$ cat src/ffha_pkg.sv
// ----------------------------------------------------------------------------
// ffha_pkg
// Shared constants, types and helpers for the first-fit heap allocator.
// ----------------------------------------------------------------------------
package ffha_pkg;

    localparam int HEAP_WORDS = 4096;
    localparam int ADDR_W     = $clog2(HEAP_WORDS);
    localparam int MEM_BYTES  = 2 * HEAP_WORDS;
    localparam int WALK_LIMIT = MEM_BYTES + 2;
    localparam int STEP_W     = $clog2(WALK_LIMIT + 1);
    localparam int BA_W       = 18;

    localparam logic [16:0] MEM_BYTES_V = 17'(MEM_BYTES);
    localparam logic [15:0] HDR_BYTES   = 16'd4;
    localparam logic [16:0] MIN_SPLIT   = 17'd6;

    localparam logic [1:0] OP_ALLOC = 2'd0;
    localparam logic [1:0] OP_FREE  = 2'd1;
    localparam logic [1:0] OP_QUERY = 2'd2;

    localparam int REG_IDX_W = 1;
    localparam logic [REG_IDX_W-1:0] REG_HEAP_BEGIN = 1'd0;
    localparam logic [REG_IDX_W-1:0] REG_HEAP_END   = 1'd1;

    typedef struct packed {
        logic [1:0]  op;
        logic [15:0] request_size;
        logic [15:0] address;
    } ffha_req_t;

    typedef struct packed {
        logic [15:0] result_address;
        logic [15:0] result_size;
        logic        ok;
    } ffha_res_t;

    typedef struct packed {
        logic [15:0] heap_begin;
        logic [15:0] heap_end;
    } ffha_cfg_t;

    typedef struct packed {
        logic              rd_en;
        logic [ADDR_W-1:0] rd_addr;
        logic              wr_en;
        logic [ADDR_W-1:0] wr_addr;
        logic [15:0]       wr_data;
    } ffha_mem_cmd_t;

    // word holding a byte address, wrapping at the memory size
    function automatic logic [ADDR_W-1:0] word_of(input logic [BA_W-1:0] x);
        return x[ADDR_W:1];
    endfunction

    function automatic logic [BA_W-1:0] ba_of16(input logic [15:0] x);
        return {{(BA_W-16){1'b0}}, x};
    endfunction

endpackage

$ cat src/ffha_engine.sv
// ----------------------------------------------------------------------------
// ffha_engine
// Request sequencer: layout, first-fit walk, split, merge and predecessor search
// over the header memory, at most one memory access per cycle.
// ----------------------------------------------------------------------------
module ffha_engine (
    input  logic                   aclk,
    input  logic                   aresetn,
    input  ffha_pkg::ffha_cfg_t    cfg,
    input  logic                   start,
    input  ffha_pkg::ffha_req_t    req,
    output logic                   idle,
    output logic                   res_valid,
    input  logic                   res_ready,
    output ffha_pkg::ffha_res_t    res,
    output ffha_pkg::ffha_mem_cmd_t mem_cmd,
    input  logic [15:0]            mem_rd_data
);
    import ffha_pkg::*;

    typedef enum logic [4:0] {
        ST_IDLE, ST_LAY_HDR, ST_LAY_USED,
        ST_A_SPAN, ST_A_USED, ST_A_CHK, ST_A_TAIL_SPAN, ST_A_TAIL_USED, ST_A_HEAD, ST_A_SET,
        ST_R_CLR, ST_R_SPAN, ST_R_NEXT, ST_R_PUSED,
        ST_M_RD, ST_M_SPAN, ST_M_USED, ST_M_NSPAN, ST_RET,
        ST_Q_RD, ST_Q_WAIT, ST_DONE
    } state_t;

    typedef enum logic [1:0] {RET_ALLOC, RET_FREE, RET_DONE} ret_t;

    state_t            state_reg, state_next;
    ret_t              ret_reg, ret_next;
    logic [15:0]       req_reg, req_next;
    logic [16:0]       wanted_reg, wanted_next;
    logic [BA_W-1:0]   b_reg, b_next;
    logic [BA_W-1:0]   cur_reg, cur_next;
    logic [BA_W-1:0]   mx_reg, mx_next;
    logic [BA_W-1:0]   n_reg, n_next;
    logic [15:0]       sx_reg, sx_next;
    logic [15:0]       span_reg, span_next;
    logic [STEP_W-1:0] steps_reg, steps_next;
    logic              heap_ready_reg, heap_ready_next;
    logic              heap_present_reg, heap_present_next;
    logic [15:0]       first_block_reg, first_block_next;
    logic [15:0]       heap_limit_reg, heap_limit_next;
    ffha_res_t         res_reg, res_next;

    logic [16:0]       lim_clamp;
    logic [15:0]       lim_even;
    logic [15:0]       beg_even;
    logic [16:0]       size_even;
    logic [16:0]       rest_wide;
    logic [BA_W-1:0]   tail_addr;
    logic [BA_W-1:0]   link_b;
    logic [BA_W-1:0]   link_cur;
    logic [BA_W-1:0]   link_mx;
    logic [BA_W-1:0]   limit_wide;
    logic [BA_W-1:0]   first_wide;

    assign lim_clamp  = ({1'b0, cfg.heap_end} > MEM_BYTES_V) ? MEM_BYTES_V : {1'b0, cfg.heap_end};
    assign lim_even   = lim_clamp[15:0] & 16'hFFFE;
    assign beg_even   = cfg.heap_begin & 16'hFFFE;
    assign size_even  = ({1'b0, req.request_size} + 17'd1) & 17'h1FFFE;
    assign rest_wide  = {1'b0, span_reg} - wanted_reg;
    assign tail_addr  = b_reg + {{(BA_W-17){1'b0}}, wanted_reg};
    assign link_b     = b_reg + ba_of16(span_reg);
    assign link_cur   = cur_reg + ba_of16(mem_rd_data);
    assign link_mx    = mx_reg + ba_of16(mem_rd_data);
    assign limit_wide = ba_of16(heap_limit_reg);
    assign first_wide = ba_of16(first_block_reg);

    assign idle      = (state_reg == ST_IDLE);
    assign res_valid = (state_reg == ST_DONE);
    assign res       = res_reg;

    always_comb begin
        state_next        = state_reg;
        ret_next          = ret_reg;
        req_next          = req_reg;
        wanted_next       = wanted_reg;
        b_next            = b_reg;
        cur_next          = cur_reg;
        mx_next           = mx_reg;
        n_next            = n_reg;
        sx_next           = sx_reg;
        span_next         = span_reg;
        steps_next        = steps_reg;
        heap_ready_next   = heap_ready_reg;
        heap_present_next = heap_present_reg;
        first_block_next  = first_block_reg;
        heap_limit_next   = heap_limit_reg;
        res_next          = res_reg;
        mem_cmd           = '0;

        unique case (state_reg)
            ST_IDLE: begin
                if (start) begin
                    req_next   = req.request_size;
                    res_next   = '{result_address: 16'd0, result_size: 16'd0, ok: 1'b1};
                    case (req.op)
                        OP_ALLOC: begin
                            wanted_next = size_even + 17'(HDR_BYTES);
                            if (req.request_size == 16'd0 || req.request_size == 16'hFFFF) begin
                                res_next.ok = 1'b0;
                                state_next  = ST_DONE;
                            end else if (!heap_ready_reg) begin
                                heap_ready_next = 1'b1;
                                heap_limit_next = lim_even;
                                if ({1'b0, lim_even} < ({1'b0, beg_even} + MIN_SPLIT)) begin
                                    heap_present_next = 1'b0;
                                    first_block_next  = 16'd0;
                                    res_next.ok       = 1'b0;
                                    state_next        = ST_DONE;
                                end else begin
                                    heap_present_next = 1'b1;
                                    first_block_next  = beg_even;
                                    state_next        = ST_LAY_HDR;
                                end
                            end else if (!heap_present_reg) begin
                                res_next.ok = 1'b0;
                                state_next  = ST_DONE;
                            end else begin
                                b_next     = first_wide;
                                steps_next = '0;
                                state_next = ST_A_SPAN;
                            end
                        end
                        OP_FREE: begin
                            b_next = ba_of16(req.address - HDR_BYTES);
                            if (req.address == 16'd0) begin
                                state_next = ST_DONE;
                            end else begin
                                state_next = ST_R_CLR;
                            end
                        end
                        OP_QUERY: begin
                            b_next     = ba_of16(req.address - HDR_BYTES);
                            state_next = ST_Q_RD;
                        end
                        default: begin
                            res_next.ok = 1'b0;
                            state_next  = ST_DONE;
                        end
                    endcase
                end
            end
            ST_LAY_HDR: begin
                mem_cmd.wr_en   = 1'b1;
                mem_cmd.wr_addr = word_of(first_wide);
                mem_cmd.wr_data = heap_limit_reg - first_block_reg;
                state_next      = ST_LAY_USED;
            end
            ST_LAY_USED: begin
                mem_cmd.wr_en   = 1'b1;
                mem_cmd.wr_addr = word_of(first_wide + BA_W'(2));
                mem_cmd.wr_data = 16'd0;
                b_next          = first_wide;
                steps_next      = '0;
                state_next      = ST_A_SPAN;
            end
            ST_A_SPAN: begin
                if (steps_reg == STEP_W'(WALK_LIMIT)) begin
                    res_next.ok = 1'b0;
                    state_next  = ST_DONE;
                end else begin
                    mem_cmd.rd_en   = 1'b1;
                    mem_cmd.rd_addr = word_of(b_reg);
                    state_next      = ST_A_USED;
                end
            end
            ST_A_USED: begin
                span_next       = mem_rd_data;
                mem_cmd.rd_en   = 1'b1;
                mem_cmd.rd_addr = word_of(b_reg + BA_W'(2));
                state_next      = ST_A_CHK;
            end
            ST_A_CHK: begin
                if (mem_rd_data == 16'd0 && {1'b0, span_reg} >= wanted_reg) begin
                    if (rest_wide >= MIN_SPLIT) begin
                        state_next = ST_A_TAIL_SPAN;
                    end else begin
                        state_next = ST_A_SET;
                    end
                end else if (link_b >= limit_wide) begin
                    res_next.ok = 1'b0;
                    state_next  = ST_DONE;
                end else begin
                    b_next     = link_b;
                    steps_next = steps_reg + STEP_W'(1);
                    state_next = ST_A_SPAN;
                end
            end
            ST_A_TAIL_SPAN: begin
                mem_cmd.wr_en   = 1'b1;
                mem_cmd.wr_addr = word_of(tail_addr);
                mem_cmd.wr_data = rest_wide[15:0];
                state_next      = ST_A_TAIL_USED;
            end
            ST_A_TAIL_USED: begin
                mem_cmd.wr_en   = 1'b1;
                mem_cmd.wr_addr = word_of(tail_addr + BA_W'(2));
                mem_cmd.wr_data = 16'd0;
                state_next      = ST_A_HEAD;
            end
            ST_A_HEAD: begin
                mem_cmd.wr_en   = 1'b1;
                mem_cmd.wr_addr = word_of(b_reg);
                mem_cmd.wr_data = wanted_reg[15:0];
                mx_next         = tail_addr;
                ret_next        = RET_ALLOC;
                state_next      = ST_M_RD;
            end
            ST_A_SET: begin
                mem_cmd.wr_en           = 1'b1;
                mem_cmd.wr_addr         = word_of(b_reg + BA_W'(2));
                mem_cmd.wr_data         = req_reg;
                res_next.result_address = b_reg[15:0] + HDR_BYTES;
                res_next.ok             = 1'b1;
                state_next              = ST_DONE;
            end
            ST_R_CLR: begin
                mem_cmd.wr_en   = 1'b1;
                mem_cmd.wr_addr = word_of(b_reg + BA_W'(2));
                mem_cmd.wr_data = 16'd0;
                mx_next         = b_reg;
                ret_next        = RET_FREE;
                state_next      = ST_M_RD;
            end
            ST_R_SPAN: begin
                if (steps_reg == STEP_W'(WALK_LIMIT)) begin
                    state_next = ST_DONE;
                end else begin
                    mem_cmd.rd_en   = 1'b1;
                    mem_cmd.rd_addr = word_of(cur_reg);
                    state_next      = ST_R_NEXT;
                end
            end
            ST_R_NEXT: begin
                if (link_cur >= limit_wide) begin
                    state_next = ST_DONE;
                end else if (link_cur == b_reg) begin
                    mem_cmd.rd_en   = 1'b1;
                    mem_cmd.rd_addr = word_of(cur_reg + BA_W'(2));
                    state_next      = ST_R_PUSED;
                end else begin
                    cur_next   = link_cur;
                    steps_next = steps_reg + STEP_W'(1);
                    state_next = ST_R_SPAN;
                end
            end
            ST_R_PUSED: begin
                if (mem_rd_data == 16'd0) begin
                    mx_next    = cur_reg;
                    ret_next   = RET_DONE;
                    state_next = ST_M_RD;
                end else begin
                    state_next = ST_DONE;
                end
            end
            ST_M_RD: begin
                mem_cmd.rd_en   = 1'b1;
                mem_cmd.rd_addr = word_of(mx_reg);
                state_next      = ST_M_SPAN;
            end
            ST_M_SPAN: begin
                sx_next = mem_rd_data;
                if (link_mx >= limit_wide) begin
                    state_next = ST_RET;
                end else begin
                    n_next          = link_mx;
                    mem_cmd.rd_en   = 1'b1;
                    mem_cmd.rd_addr = word_of(link_mx + BA_W'(2));
                    state_next      = ST_M_USED;
                end
            end
            ST_M_USED: begin
                if (mem_rd_data != 16'd0) begin
                    state_next = ST_RET;
                end else begin
                    mem_cmd.rd_en   = 1'b1;
                    mem_cmd.rd_addr = word_of(n_reg);
                    state_next      = ST_M_NSPAN;
                end
            end
            ST_M_NSPAN: begin
                mem_cmd.wr_en   = 1'b1;
                mem_cmd.wr_addr = word_of(mx_reg);
                mem_cmd.wr_data = sx_reg + mem_rd_data;
                state_next      = ST_RET;
            end
            ST_RET: begin
                case (ret_reg)
                    RET_ALLOC: state_next = ST_A_SET;
                    RET_FREE: begin
                        if (heap_present_reg) begin
                            cur_next   = first_wide;
                            steps_next = '0;
                            state_next = ST_R_SPAN;
                        end else begin
                            state_next = ST_DONE;
                        end
                    end
                    default: state_next = ST_DONE;
                endcase
            end
            ST_Q_RD: begin
                mem_cmd.rd_en   = 1'b1;
                mem_cmd.rd_addr = word_of(b_reg + BA_W'(2));
                state_next      = ST_Q_WAIT;
            end
            ST_Q_WAIT: begin
                res_next.result_size = mem_rd_data;
                state_next           = ST_DONE;
            end
            ST_DONE: begin
                if (res_ready) begin
                    state_next = ST_IDLE;
                end
            end
            default: state_next = ST_IDLE;
        endcase
    end

    always_ff @(posedge aclk) begin
        if (!aresetn) begin
            state_reg        <= ST_IDLE;
            ret_reg          <= RET_DONE;
            heap_ready_reg   <= 1'b0;
            heap_present_reg <= 1'b0;
            first_block_reg  <= 16'd0;
            heap_limit_reg   <= 16'd0;
        end else begin
            state_reg        <= state_next;
            ret_reg          <= ret_next;
            heap_ready_reg   <= heap_ready_next;
            heap_present_reg <= heap_present_next;
            first_block_reg  <= first_block_next;
            heap_limit_reg   <= heap_limit_next;
        end
        req_reg    <= req_next;
        wanted_reg <= wanted_next;
        b_reg      <= b_next;
        cur_reg    <= cur_next;
        mx_reg     <= mx_next;
        n_reg      <= n_next;
        sx_reg     <= sx_next;
        span_reg   <= span_next;
        steps_reg  <= steps_next;
        res_reg    <= res_next;
    end

endmodule

$ cat config.mk
export PLATFORM = sky130hd
export DESIGN_NAME = ffha_engine
export DESIGN_NICKNAME = d
export VERILOG_FILES = /design/src/ffha_pkg.sv /design/src/ffha_engine.sv
export SDC_FILE = /design/constraint.sdc
export NUM_CORES = 1
export LEC_CHECK = 0
export BUFFER_PORTS_ARGS = -buffer_cell sky130_fd_sc_hd__buf_2
export CORE_UTILIZATION = 60
export CTS_CLUSTER_DIAMETER = 30
export DETAILED_ROUTE_END_ITERATION = 7
export PLACE_DENSITY_LB_ADDON = 0.12
export SETUP_SLACK_MARGIN = 0.5
export SLEW_MARGIN = 10
export SYNTH_ARGS = -nofsm -noshare
export SYNTH_HDL_FRONTEND = slang
export SYNTH_SLANG_ARGS = --single-unit
$ cat constraint.sdc
create_clock -name aclk -period 10.9 [get_ports aclk]
set_clock_uncertainty 0.05 [all_clocks]
set_input_delay 1.09 -clock aclk [delete_from_list [all_inputs] [get_ports aclk]]
set_output_delay 1.09 -clock aclk [all_outputs]
set_load 0.05 [all_outputs]
==> impl_metrics.env <==
export IMPL_cts_made_buffers=45
export IMPL_grt_remaining_overflow=0
export IMPL_min_period_ns=7.73
export IMPL_vias_per_cell=6.89
export IMPL_setup_tns_ns=0
export IMPL_synth_seq_cells=216
export IMPL_hp_class="reg -> reg"
export IMPL_hold_buffers=0
export IMPL_fmax_mhz=129
export IMPL_outcome="finished, violations left"
export IMPL_regArea_um2=6100
export IMPL_numClockSinks=216
export IMPL_cts_resized=0
export IMPL_antenna_found_initial=1
export IMPL_setup_viol=0
export IMPL_worst_ir_drop_vdd_uv=150
export IMPL_ant_nets=0
export IMPL_cts_buffer_depth=3
export IMPL_utilization_pct=69.6
export IMPL_synth_flop_cell="edfxtp_1"
export IMPL_nets=2702
export IMPL_hpwlAfterDp_um=57600
export IMPL_clk_latency_ns=0.56
export IMPL_netlist_area_leader_share_pct=26.6
export IMPL_drive_gt1_share_pct=13.1
export IMPL_synth_seq_area_share_pct=30.5
export IMPL_firstDrtPassIters=8
export IMPL_hold_viol=0
export IMPL_netlist_area_um2=20000
export IMPL_root_buffer="clkbuf_16"
export IMPL_arrival_ns=6.59
export IMPL_diodes=0
export IMPL_fp_coreArea_um2=32600
export IMPL_p_leak_nw=8.87
export IMPL_n_fill_cell=2619
export IMPL_drtIter0Drc=3125
export IMPL_slew_viol_final=0
export IMPL_powerDensity_nw_per_um2=217
export IMPL_path_clk_slew_ns=0.05
export IMPL_post_route_period_util_pct=70.9
export IMPL_relSlewSlack_pct=8.16
export IMPL_yosysWarningCount=0
export IMPL_syn_area_per_cell_um2=8.71
export IMPL_multi_input_area_um2=13000
export IMPL_cap_viol_max_count=0
export IMPL_cts_tree="yes"
export IMPL_h_tree_depth=2
export IMPL_die_height_um=184
export IMPL_drc_errors=6
export IMPL_die_width_um=184
export IMPL_syn_inst=2291
export IMPL_synthDistinctLibCells=88
export IMPL_row_count=66
export IMPL_post_drt_wl_per_cell_um=26.0
export IMPL_grt_pass1_vias=18100
export IMPL_grt_usage_pct=44.1
export IMPL_crit_path_max_fanout=13
export IMPL_worst_slew_pin_slew_ns=1.37
export IMPL_worstPathRequired_ns=9.76
export IMPL_gp_congestion=1.09
export IMPL_grt_pass1_wl_um=110000
export IMPL_vias=20000
export IMPL_synth_top_area_cell="edfxtp_1"
export IMPL_place_port_buffers=161
export IMPL_violations="design-rule violations"
export IMPL_grt_max_degree=52
export IMPL_largest_reg_flops=33
export IMPL_die_area_um2=34000
export IMPL_critPathKind="in -> out"
export IMPL_post_cts_setup_buffers=0
export IMPL_top_level_ports=163
export IMPL_rsz0062_at_grt="no"
export IMPL_synth_area_top_cells="edfxtp_1, ha_1, xnor2_1, dfxtp_1, nand2_1"
export IMPL_end_kind="output port"
export IMPL_start_kind="input port"
export IMPL_async_flop_share_pct=0
export IMPL_syn_to_final_growth_pct=13.8
export IMPL_wl_um=75400
export IMPL_synth_edff_count=177
export IMPL_initial_utilization_pct=61.2
==> through the flow <==
| stage | hold slack, ns | setup slack, ns | std cells | power [W] | cell area, µm² |
|---|---|---|---|---|---|
| 6_report | 0.450 | 3.17 | 2904 | 0.00492 | 22700 |
| 3_5_place_dp | 0.444 | 3.36 | 2820 | 0.00343 | 21100 |
| 4_1_cts | 0.454 | 3.33 | 2904 | 0.00483 | 22700 |
| 3_3_place_gp | 0.438 | 3.50 | 2820 | 0.00338 | 21100 |
| 5_1_grt | 0.472 | 2.85 | 2904 | 0.00510 | 22700 |
| 2_1_floorplan | 0.410 | 4.18 | 2292 | 0.00274 | 20000 |
==> worst paths after layout <==
path	slack, ns	start	cells past startpoint	endpoint
setup / recovery	3.17	mem_rd_data[1]	20	mem_cmd[40]
setup reg to reg	5.11	mx_reg[0]	18	n_reg[4]
hold / removal	0.45	heap_limit_reg[14]	1	heap_limit_reg[14]
hold reg to reg	0.45	heap_limit_reg[14]	1	heap_limit_reg[14]
==> final cells by class <==
type	count	area share, %
Timing Repair Buffer	191	4.54
Clock buffer	50	5.18
Sequential cell	216	26.8
Inverter	114	1.88
Clock inverter	34	1.74
Multi-Input combinational cell	1857	57.4
Tap cell	442	2.44
==> cell families after synthesis <==
| family | count (synthesis) | share of synthesized area [%] |
|---|---|---|
| other | 1 | 0.0188 |
| and+or+nand+nor | 776 | 19.3 |
| muxes | 23 | 1.19 |
| DFF | 216 | 30.5 |
| adders and majority gates | 191 | 12.2 |
| xor gates and xnor gates | 211 | 9.61 |
| AOI/OAI and AO/OA | 654 | 22.8 |
| buffers and inverters | 219 | 4.27 |
==> report_power, final <==
group | total (W) | internal [W] | switching [W]
combinational | 0.00228 | 0.000705 | 0.00157
sequential | 0.00124 | 0.00108 | 0.000166
clock | 0.00140 | 0.000912 | 0.000490
total | 0.00492 | 0.00269 | 0.00223
==> placed cells by master, fill, tap and decap left out, drive strengths merged, types with 23 or more instances in the layout <==
master	netlist	layout
o211ai	23	23
a211oi	33	33
nand2	204	204
nand4	31	31
inv	114	122
nand3	86	86
ha	184	184
o21a	23	23
nor2b	34	34
buf	19	191
o221ai	25	25
dfxtp	39	39
nor2	174	174
and2	46	46
a22oi	48	48
clkbuf	86	50
edfxtp	177	177
a21o	39	39
o21ai	134	134
nor4	25	25
xor2	76	76
xnor2	130	130
nor3	60	60
and3	28	28
a21oi	136	136
==> per-layer routing <==
| layer | GRT usage (%) | vias to the layer above | wire (µm) |
|---|---|---|---|
| li1 | - | 8909 | - |
| met1 | 58.9 | 9341 | 28700 |
| met2 | 62.5 | 1467 | 29900 |
| met3 | 11.2 | 296 | 11000 |
| met4 | 29.4 | 0 | 5800 |
| met5 | 0 | - | 0 |
==> cells in the mapped netlist, types with 18 or more instances <==
| master | number |
|---|---|
| a211oi_1 | 33 |
| a21o_1 | 39 |
| a21oi_1 | 134 |
| a221o_1 | 18 |
| a222oi_1 | 18 |
| a22oi_1 | 48 |
| and2_1 | 46 |
| and3_1 | 28 |
| clkbuf_1 | 86 |
| dfxtp_1 | 39 |
| edfxtp_1 | 177 |
| ha_1 | 184 |
| inv_1 | 114 |
| nand2_1 | 204 |
| nand2b_1 | 19 |
| nand3_1 | 85 |
| nand4_1 | 31 |
| nor2_1 | 174 |
| nor2b_1 | 34 |
| nor3_1 | 59 |
| nor4_1 | 23 |
| o211ai_1 | 23 |
| o21a_1 | 23 |
| o21ai_0 | 130 |
| xnor2_1 | 130 |
| xor2_1 | 76 |
==> worst max-delay path, cell delays in order <==
cell       delay [ns]
buf_2            0.35
ha_1             0.31
a211oi_1         0.41
o31ai_1          0.25
o2111ai_1        0.24
nand2_1          0.16
a21boi_1         0.52
o21ai_0          0.15
a21oi_1          0.19
xnor2_1          0.20
ha_1             0.29
o21ai_0          0.09
nand2b_1         0.14
a21oi_1          0.04
a31oi_1          0.15
o21ai_0          0.11
nor4_1           0.51
nand3_2          0.58
o221ai_1         0.45
buf_2            0.33
(Power assumes the default switching activity.)
